**src/dbled_pkg.sv**
```systemverilog
package dbled_pkg;

  typedef enum logic [1:0] {
    MODE_OFF       = 2'd0,
    MODE_FADE_UP   = 2'd1,
    MODE_FADE_DOWN = 2'd2,
    MODE_STEADY    = 2'd3
  } mode_t;

  // register indexes, word address paddr[3:2]
  localparam logic [1:0] REG_MIN_LEVEL  = 2'd0;
  localparam logic [1:0] REG_MAX_LEVEL  = 2'd1;
  localparam logic [1:0] REG_FADE_STEP  = 2'd2;
  localparam logic [1:0] REG_DEBOUNCE   = 2'd3;

  localparam logic [7:0] MIN_LEVEL_RST  = 8'd14;
  localparam logic [7:0] MAX_LEVEL_RST  = 8'd241;
  localparam logic [7:0] FADE_STEP_RST  = 8'd10;
  localparam logic [7:0] DEBOUNCE_RST   = 8'd20;

  typedef struct packed {
    logic [7:0] min_level;
    logic [7:0] max_level;
    logic [7:0] fade_step_ticks;
    logic [7:0] debounce_ticks;
  } cfg_t;

  typedef struct packed {
    mode_t      mode;
    logic [7:0] brightness;
    logic [7:0] driven_level;
    logic [7:0] fade_elapsed;
    logic       last_raw;
    logic       confirmed_level;
    logic [7:0] stable_elapsed;
  } state_t;

  typedef struct packed {
    logic       press_seen;
    mode_t      mode;
    logic [7:0] led_level;
  } result_t;

  function automatic logic [7:0] sat_inc(input logic [7:0] v);
    sat_inc = (v == 8'hff) ? 8'hff : v + 8'd1;
  endfunction

endpackage

```
**src/dbled_tick.sv**
```systemverilog
// one tick of debounce, mode advance and fade, all combinational
module dbled_tick (
  input  dbled_pkg::cfg_t    cfg,
  input  dbled_pkg::state_t  st,
  input  logic               raw,
  output dbled_pkg::state_t  st_nxt,
  output dbled_pkg::result_t res
);

  logic [7:0] stable_cnt;
  logic       press;
  logic [7:0] fade_cnt;
  logic       step;

  always_comb begin
    st_nxt = st;

    // debounce
    stable_cnt = (raw != st.last_raw) ? 8'd0 : dbled_pkg::sat_inc(st.stable_elapsed);
    st_nxt.stable_elapsed = stable_cnt;
    st_nxt.last_raw = raw;
    press = 1'b0;
    if (stable_cnt > cfg.debounce_ticks && raw != st.confirmed_level) begin
      st_nxt.confirmed_level = raw;
      press = raw;
    end

    // mode advance on press
    if (press) begin
      case (st.mode)
        dbled_pkg::MODE_OFF: begin
          st_nxt.mode = dbled_pkg::MODE_FADE_UP;
          st_nxt.brightness = cfg.min_level;
        end
        dbled_pkg::MODE_FADE_UP: begin
          st_nxt.mode = dbled_pkg::MODE_FADE_DOWN;
          st_nxt.brightness = cfg.max_level;
        end
        dbled_pkg::MODE_FADE_DOWN: st_nxt.mode = dbled_pkg::MODE_STEADY;
        default: st_nxt.mode = dbled_pkg::MODE_OFF;
      endcase
    end

    // mode behavior, fade timer runs in every mode
    fade_cnt = dbled_pkg::sat_inc(st.fade_elapsed);
    step = (fade_cnt >= cfg.fade_step_ticks);
    st_nxt.fade_elapsed = fade_cnt;
    case (st_nxt.mode)
      dbled_pkg::MODE_OFF: st_nxt.driven_level = 8'd0;
      dbled_pkg::MODE_FADE_UP: begin
        if (step) begin
          st_nxt.fade_elapsed = 8'd0;
          if (st_nxt.brightness < cfg.max_level) begin
            st_nxt.brightness = st_nxt.brightness + 8'd1;
            st_nxt.driven_level = st_nxt.brightness;
          end
        end
      end
      dbled_pkg::MODE_FADE_DOWN: begin
        if (step) begin
          st_nxt.fade_elapsed = 8'd0;
          if (st_nxt.brightness > cfg.min_level) begin
            st_nxt.brightness = st_nxt.brightness - 8'd1;
            st_nxt.driven_level = st_nxt.brightness;
          end
        end
      end
      default: st_nxt.driven_level = cfg.max_level;
    endcase

    res.press_seen = press;
    res.mode = st_nxt.mode;
    res.led_level = st_nxt.driven_level;
  end

endmodule

```
**src/debounced_button_led_fade_modes.sv**
```systemverilog
// debounced push button driving a four-mode led fade controller
//
// in_*  : one transfer per millisecond tick, in_tdata[0] is the raw button
//         sample (1 = pressed)
// out_* : exactly one transfer per tick: led duty, mode and a press flag
// cfg_* : apb register port, min level, max level, fade step time and
//         debounce time at byte addresses 0, 4, 8, 12; pready is tied high
//
// a tick is latched in an input register, then processed combinationally by
// the tick logic, which updates the controller state and writes the result
// into a two-entry output register (main plus skid); out_tvalid comes from
// that output register, so each result passes the input register and then
// the output register before it is offered, and one tick is taken every
// cycle while the receiver keeps up
// when the receiver stalls the skid entry fills, in_tready drops and the
// pending tick waits in the input register; no tick is lost or repeated
// reset (rst_n low, synchronous) returns all state to off with zero
// brightness and reloads the register defaults; it needs no clearing pass
module debounced_button_led_fade_modes (
  input  logic        clk,
  input  logic        rst_n,
  input  logic        in_tvalid,
  output logic        in_tready,
  input  logic [7:0]  in_tdata,    // [0] button_raw, [7:1] zero
  output logic        out_tvalid,
  input  logic        out_tready,
  output logic [15:0] out_tdata,   // [7:0] led_level, [9:8] mode, [10] press_seen, [15:11] zero
  input  logic        cfg_psel,
  input  logic        cfg_penable,
  input  logic        cfg_pwrite,
  input  logic [3:0]  cfg_paddr,
  input  logic [31:0] cfg_pwdata,
  output logic [31:0] cfg_prdata,
  output logic        cfg_pready
);

  dbled_pkg::cfg_t    cfg_r;
  dbled_pkg::state_t  st_r, st_nxt;
  dbled_pkg::result_t res;

  // input register
  logic in_valid_r;
  logic raw_r;

  // output register plus skid entry
  logic               out_valid_r;
  dbled_pkg::result_t out_r;
  logic               skid_valid_r;
  dbled_pkg::result_t skid_r;

  logic proc;
  logic pop;
  logic cfg_wr;

  // ---------------- configuration port ----------------
  assign cfg_pready = 1'b1;
  assign cfg_wr = cfg_psel & cfg_penable & cfg_pwrite;

  always_ff @(posedge clk) begin
    if (!rst_n) begin
      cfg_r.min_level       <= dbled_pkg::MIN_LEVEL_RST;
      cfg_r.max_level       <= dbled_pkg::MAX_LEVEL_RST;
      cfg_r.fade_step_ticks <= dbled_pkg::FADE_STEP_RST;
      cfg_r.debounce_ticks  <= dbled_pkg::DEBOUNCE_RST;
    end else if (cfg_wr) begin
      case (cfg_paddr[3:2])
        dbled_pkg::REG_MIN_LEVEL: cfg_r.min_level       <= cfg_pwdata[7:0];
        dbled_pkg::REG_MAX_LEVEL: cfg_r.max_level       <= cfg_pwdata[7:0];
        dbled_pkg::REG_FADE_STEP: cfg_r.fade_step_ticks <= cfg_pwdata[7:0];
        default:                  cfg_r.debounce_ticks  <= cfg_pwdata[7:0];
      endcase
    end
  end

  always_comb begin
    case (cfg_paddr[3:2])
      dbled_pkg::REG_MIN_LEVEL: cfg_prdata = {24'd0, cfg_r.min_level};
      dbled_pkg::REG_MAX_LEVEL: cfg_prdata = {24'd0, cfg_r.max_level};
      dbled_pkg::REG_FADE_STEP: cfg_prdata = {24'd0, cfg_r.fade_step_ticks};
      default:                  cfg_prdata = {24'd0, cfg_r.debounce_ticks};
    endcase
  end

  // ---------------- handshake control ----------------
  // a latched tick is processed whenever the skid entry is free
  assign proc      = in_valid_r & ~skid_valid_r;
  assign in_tready = ~in_valid_r | ~skid_valid_r;
  assign pop       = out_valid_r & out_tready;

  always_ff @(posedge clk) begin
    if (!rst_n) begin
      in_valid_r <= 1'b0;
    end else if (in_tready) begin
      in_valid_r <= in_tvalid;
    end
  end

  always_ff @(posedge clk) begin
    if (in_tready && in_tvalid) begin
      raw_r <= in_tdata[0];
    end
  end

  // ---------------- tick processing ----------------
  dbled_tick u_tick (
    .cfg    (cfg_r),
    .st     (st_r),
    .raw    (raw_r),
    .st_nxt (st_nxt),
    .res    (res)
  );

  always_ff @(posedge clk) begin
    if (!rst_n) begin
      st_r.mode            <= dbled_pkg::MODE_OFF;
      st_r.brightness      <= 8'd0;
      st_r.driven_level    <= 8'd0;
      st_r.fade_elapsed    <= 8'd0;
      st_r.last_raw        <= 1'b0;
      st_r.confirmed_level <= 1'b0;
      st_r.stable_elapsed  <= 8'd0;
    end else if (proc) begin
      st_r <= st_nxt;
    end
  end

  // ---------------- output register and skid ----------------
  always_ff @(posedge clk) begin
    if (!rst_n) begin
      out_valid_r  <= 1'b0;
      skid_valid_r <= 1'b0;
    end else begin
      if (!out_valid_r || pop) begin
        // main entry frees up: take the skid entry first, else the new result
        out_valid_r  <= skid_valid_r | proc;
        skid_valid_r <= 1'b0;
      end else if (proc) begin
        skid_valid_r <= 1'b1;
      end
    end
  end

  always_ff @(posedge clk) begin
    if (!out_valid_r || pop) begin
      out_r <= skid_valid_r ? skid_r : res;
    end
    if (out_valid_r && !pop && proc) begin
      skid_r <= res;
    end
  end

  assign out_tvalid = out_valid_r;
  assign out_tdata  = {5'd0, out_r.press_seen, out_r.mode, out_r.led_level};

endmodule
```
**config.mk**
```make
export PLATFORM = sky130hd
export DESIGN_NAME = debounced_button_led_fade_modes
export DESIGN_NICKNAME = d
export VERILOG_FILES = /design/src/dbled_pkg.sv /design/src/dbled_tick.sv /design/src/debounced_button_led_fade_modes.sv
export SDC_FILE = /design/constraint.sdc
export NUM_CORES = 1
export LEC_CHECK = 0
export ABC_AREA = 0
export BUFFER_PORTS_ARGS = -buffer_cell sky130_fd_sc_hd__buf_4
export CAP_MARGIN = 5
export CORE_ASPECT_RATIO = 0.6
export CORE_MARGIN = 10
export CORE_UTILIZATION = 50
export DETAILED_ROUTE_END_ITERATION = 8
export PLACE_DENSITY = 0.78
export SETUP_SLACK_MARGIN = 0.5
export SKIP_LAST_GASP = 1
export SYNTH_ARGS = -nofsm -noshare
export SYNTH_HDL_FRONTEND = slang
export SYNTH_SLANG_ARGS = --single-unit
```
**constraint.sdc**
```tcl
create_clock -name clk -period 15.4 [get_ports clk]
set_input_delay 4.62 -clock clk [delete_from_list [all_inputs] [get_ports clk]]
set_output_delay 4.62 -clock clk [all_outputs]
set_load 0.005 [all_outputs]
```
Word level (Yosys, flattened, before mapping)
Index checks and enable logic that the tools add are counted.
Widths: inputs -> output; s select.
- register bits after elaboration: 94
- bits of input ports: 51
- word-level logic and storage cells: 82
- add/sub/neg operators: 4
- order comparisons: 4
- equal/unequal tests: 10
- muxes and demuxes: 16
- bitwise operators: 10
- reductions and logical operators: 17
- operators with widths (kind ; number):
    $mux 24 ; 2
    $pmux 8 s2 ; 3
    $pmux 8 s3 ; 2
    $mux 16 ; 2
    $add 8x1->8 const B ; 3
    $mux 8 ; 3
    $eq 8x8->1 const B ; 2
    $gt 8x8->1 ; 2
    $mux 11 ; 1
    $mux 10 ; 1
    $reduce_and 2->1 ; 5
    $ge 8x8->1 ; 1
    $lt 8x8->1 ; 1
    $sub 8x1->8 const B ; 1
    $eq 2x1->1 const B ; 3
    $eq 2x2->1 const B ; 3
    $logic_not 2->1 ; 3
    $pmux 2 s3 ; 1
    $and 1x1->1 ; 4
    $logic_and 1x1->1 ; 4
    $not 1->1 ; 4
    $reduce_or 3->1 ; 1
    $logic_not 1->1 ; 2
    $ne 1x1->1 ; 2
    other kinds (4) ; 5

Longest topological paths before layout
- word-level depth: 12
- depth in mapped cells: 25

Modules after synthesis
A second synthesis with hierarchy kept.
- cells, all modules: 798
- area, all modules: 6815.3 um2
- modules (own cells, without submodules) (module ; times used ; cells each ; area an instance (um2) ; sequential area each (um2)):
    debounced_button_led_fade_modes ; 1 ; 374 ; 3982.6 ; 2112.0
    dbled_tick ; 1 ; 424 ; 2832.7 ; 0.0

Worst setup path after synthesis
No wires, ideal clock.
- kind: input to output
- start point: input port cfg_paddr[2]
- end point: output port cfg_prdata[0]
- data arrival time: 5.653 ns
- data required time: 10.780 ns
- path slack: 5.127 ns
- stages: 2
- path through: clkbuf_1 > mux4_2
- longest elaborated chain between the ends: 2
- ends and longest elaborated chain (what ; RTL line ; source):
    start, declared ; debounced_button_led_fade_modes.sv:31 ; input logic [3:0] cfg_paddr,
    $eq 2x2->1 (tied with other cells) ; debounced_button_led_fade_modes.sv:76 ; case (cfg_paddr[3:2])
    $pmux 8 s3 (*) ; debounced_button_led_fade_modes.sv:76 ;
    end, declared ; debounced_button_led_fade_modes.sv:33 ; output logic [31:0] cfg_prdata,
Every way passes the cells marked *; elsewhere a longest branch is shown, timed or not.

Worst setup path in the final report
- start point: input port cfg_paddr[2]
- end point: output port cfg_prdata[1]
Same word-level chain as after synthesis.

==> flow_summary.yaml <==
run_status:
  status: "completed"
clock_network:
  postCtsSetupBuffers: 0
  cts.htree.levels: 3
  tritoncts: "yes"
  cts_buffer_depth: 2
  insertion_delay_ps: 350
  clkSlewWorstSetupHoldPaths_ps: 70
  clock-root-buffer: "sky130_fd_sc_hd__clkbuf_16"
  clkSinkCount: 94
  holdBufCountCts: 0
  cts_buffers: 9
  cts-resized-gates: 0
route:
  avgRoutedWirePerCell_um: 20.3
  number_of_routed_nets_with_antenna_violations: 0
  detail_route.first_pass.iterations: 6
  routed_via_density: 6.16
  routed_wl_mm: 20.2
  drt_first_iter_violations: 647
  post-route-drc-count: 0
  detailroute.via_count: 6148
timing:
  rsz0062_at_grt: "no"
  worst_slack_ps: 5260
  finalMaxSlewViolations: 0
  report.final.setup_viol: 0
  timing.clock.skew_ps: 8.69
  worstMarginPinSlew_ps: 1090
  max_freq_ghz: 0.0987
  timing.final.crit_share_pct: 65.8
  report.final.hold_viol_count: 0
  slew_headroom_pct: 27.4
  period_needed_ps: 10140
  setup-tns-final_ps: 0
yosys:
  synth_edf_count: 23
  ys_ff_latch: 94
  yosysTopAreaCellShare_pct: 20.6
  synthesis.area_um2: 6890
  postSynthAreaPerCell_um2: 8.57
  most_used_dff_post_synth: "sky130_fd_sc_hd__dfxtp_1"
  cells_taking_the_most_area_after_synthesis: "sky130_fd_sc_hd__dfxtp_1, sky130_fd_sc_hd__edfxtp_1, sky130_fd_sc_hd__ha_1"
  seq_area_frac_synth_pct: 30.6
  synth.distinct_cells: 76
  synth-async-reset-ratio_pct: 0
  yosysWarningCount: 0
  synth_top_area_cell: "sky130_fd_sc_hd__dfxtp_1"
  synth_cells: 804
floorplanning:
  core.rowCount: 33
  vertical_die_dimension_um: 111
  core_area_um2: 13600
  io-pin-count: 102
  start_util_pct: 50.7
  chipWidth_um: 172
  dieArea_um2: 19000
worst_setup_path:
  worst-r2r-setup-slack_ps: 8800
  crit_required_ps: 10780
  worstSetupStartpointType: "primary input"
  timing.rr.start: "st_r[0]"
  r2r-end: "out_tdata[7]"
  worst-setup-path-type: "primary input to output pin"
  worstPathArrival_ps: 5520
  critPathCaptureType: "output pin"
  worstRegToRegCells: 21
  crit_fanout: 11
global_routing:
  largest_net_degree_at_the_start_of_global_routing: 74
  groute.usage.overall_pct: 20.4
  initial_antenna_violation_count: 0
  number_of_global_route_vias_before_repair: 5456
  grt_first_pass_wirelength_mm: 31.0
  globalRouteOverflowTotal: 0
pwr:
  power_switching_uw: 161
  power_per_cell_area_nw_per_um2: 75.3
  netSwitchingFraction_pct: 28.7
  vdd.ir_drop.worst_mv: 0.0496
  power_frac_comb_pct: 13.8
  seq_power_share_pct: 46.7
  power.static_leakage_uw: 0.00305
  power_report.internal_total_uw: 400
  p_clk_share_pct: 39.6
placement:
  pre_cts_ws_ps: 5250
  place.port_buffers: 38
  dp_cells: 982
  place.detailed.hpwl_mm: 15.4
  finalWeightedCongestion: 0.992
min_path:
  hold_path_class: "flip-flop to flip-flop"
  worst_hold_path.num_cells: 2
  worstHoldEndpoint: "st_r[9]"
  min_from: "st_r[9]"
cells_and_area:
  fill_cells: 1282
  synth_to_layout_area_growth_pct: 8.19
  stdcell_count: 998
  fraction_of_layout_instances_using_a_drive_strength_above_1_pct: 13.5
  final_common_cell: "sky130_fd_sc_hd__nand2_1"
  layout_common_cells: "sky130_fd_sc_hd__nand2_1, sky130_fd_sc_hd__dfxtp_1, sky130_fd_sc_hd__a21oi_1, sky130_fd_sc_hd__inv_1, sky130_fd_sc_hd__nor2_1"
  design.final.nets: 911
  antenna_cells_inserted: 0
job:
  max_cap_violations: 0
## routing by layer
| metal | vias up | wire, µm | track usage [%] |
|---|---|---|---|
| met5 | - | 0 | 0 |
| met4 | 0 | 135 | 2.94 |
| met3 | 15 | 2590 | 7.43 |
| met2 | 349 | 7630 | 25.5 |
| met1 | 2917 | 9890 | 31.9 |
| li1 | 2867 | - | - |
## critical path, stage by stage
cell and delay (ps):
sky130_fd_sc_hd__buf_4 200, sky130_fd_sc_hd__mux4_2 540, sky130_fd_sc_hd__buf_4 150
## flip-flops by register name (all words and copies together) (netlist names)
register,count
cfg_r,32
in_valid_r,1
out_tdata,11
out_tvalid,1
raw_r,1
skid_r,11
skid_valid_r,1
st_r,36
## power by group through the flow
| stage | sequential (µW) | clock [µW] | combinational, µW |
|---|---|---|---|
| floorplan | 266 | 0 | 54.4 |
| global placement | 267 | 0 | 73.9 |
| detailed placement | 268 | 0 | 74.9 |
| CTS | 262 | 225 | 75.2 |
| global route | 262 | 235 | 84.0 |
| finish | 262 | 222 | 77.2 |
## metrics by stage
step,cell area [µm²],hold WS [ps],util [%],power [µW]
floorplan,7000,454,-,321
global route,7460,506,54.9,581
finish,7460,483,54.9,562
detailed placement,7170,477,52.7,342
CTS,7460,487,54.9,562
global placement,7170,463,52.7,341
## final cells by class
class / count / area, µm² / share of cell area [%]
multi-input cells: 623 / 4340 / 58.1
inverters: 47 / 176 / 2.37
flip-flops and latches: 94 / 2110 / 28.3
well taps: 175 / 219 / 2.94
clock inverters: 7 / 65.1 / 0.873
repair buffers: 43 / 323 / 4.33
clock buffers: 9 / 225 / 3.02
## cells in the mapped netlist (7+ instances only)
cell type and number:
sky130_fd_sc_hd__a21boi_0 17, sky130_fd_sc_hd__clkbuf_1 30, sky130_fd_sc_hd__nor3_1 7, sky130_fd_sc_hd__inv_1 44, sky130_fd_sc_hd__a211oi_1 12, sky130_fd_sc_hd__o211ai_1 16, sky130_fd_sc_hd__nor2_1 44, sky130_fd_sc_hd__or3_1 9
sky130_fd_sc_hd__o21ai_0 40, sky130_fd_sc_hd__nand3_1 33, sky130_fd_sc_hd__a21oi_1 49, sky130_fd_sc_hd__nand2_1 87, sky130_fd_sc_hd__buf_4 31, sky130_fd_sc_hd__dfxtp_1 71, sky130_fd_sc_hd__nand2b_1 7, sky130_fd_sc_hd__mux2i_1 36
sky130_fd_sc_hd__nor2b_1 31, sky130_fd_sc_hd__edfxtp_1 23, sky130_fd_sc_hd__a21o_1 8, sky130_fd_sc_hd__mux4_2 8, sky130_fd_sc_hd__mux2_2 12, sky130_fd_sc_hd__o31ai_1 8, sky130_fd_sc_hd__ha_1 42, sky130_fd_sc_hd__xnor2_1 15
## worst max-delay path by stage
stage	end	slack, ps	start	cells past startpoint
final	cfg_prdata[1]	5260	cfg_paddr[2]	3
after floorplan	cfg_prdata[0]	5130	cfg_paddr[2]	2
after CTS	cfg_prdata[1]	5250	cfg_paddr[2]	3
after detailed placement	cfg_prdata[1]	5250	cfg_paddr[2]	3
after global routing	cfg_prdata[1]	5200	cfg_paddr[2]	3
after global placement	cfg_prdata[0]	5250	cfg_paddr[2]	3
## logic make-up (layout without fill, tap and decap cells)
logic type | count (synthesis) | in the layout | synth area share, %
adder cells (fa/ha/maj) | 42 | 42 | 7.63
XOR/XNOR | 21 | 21 | 2.67
other | 2 | 30 | 0.109
flip-flops | 94 | 94 | 30.6
AO/OA/AOI/OAI | 224 | 224 | 23.3
buffers and inverters | 115 | 106 | 8.04
AND/OR/NAND/NOR | 250 | 250 | 17.8
multiplexers | 56 | 56 | 9.80
Note: power is estimated with default switching activity, not from simulation.
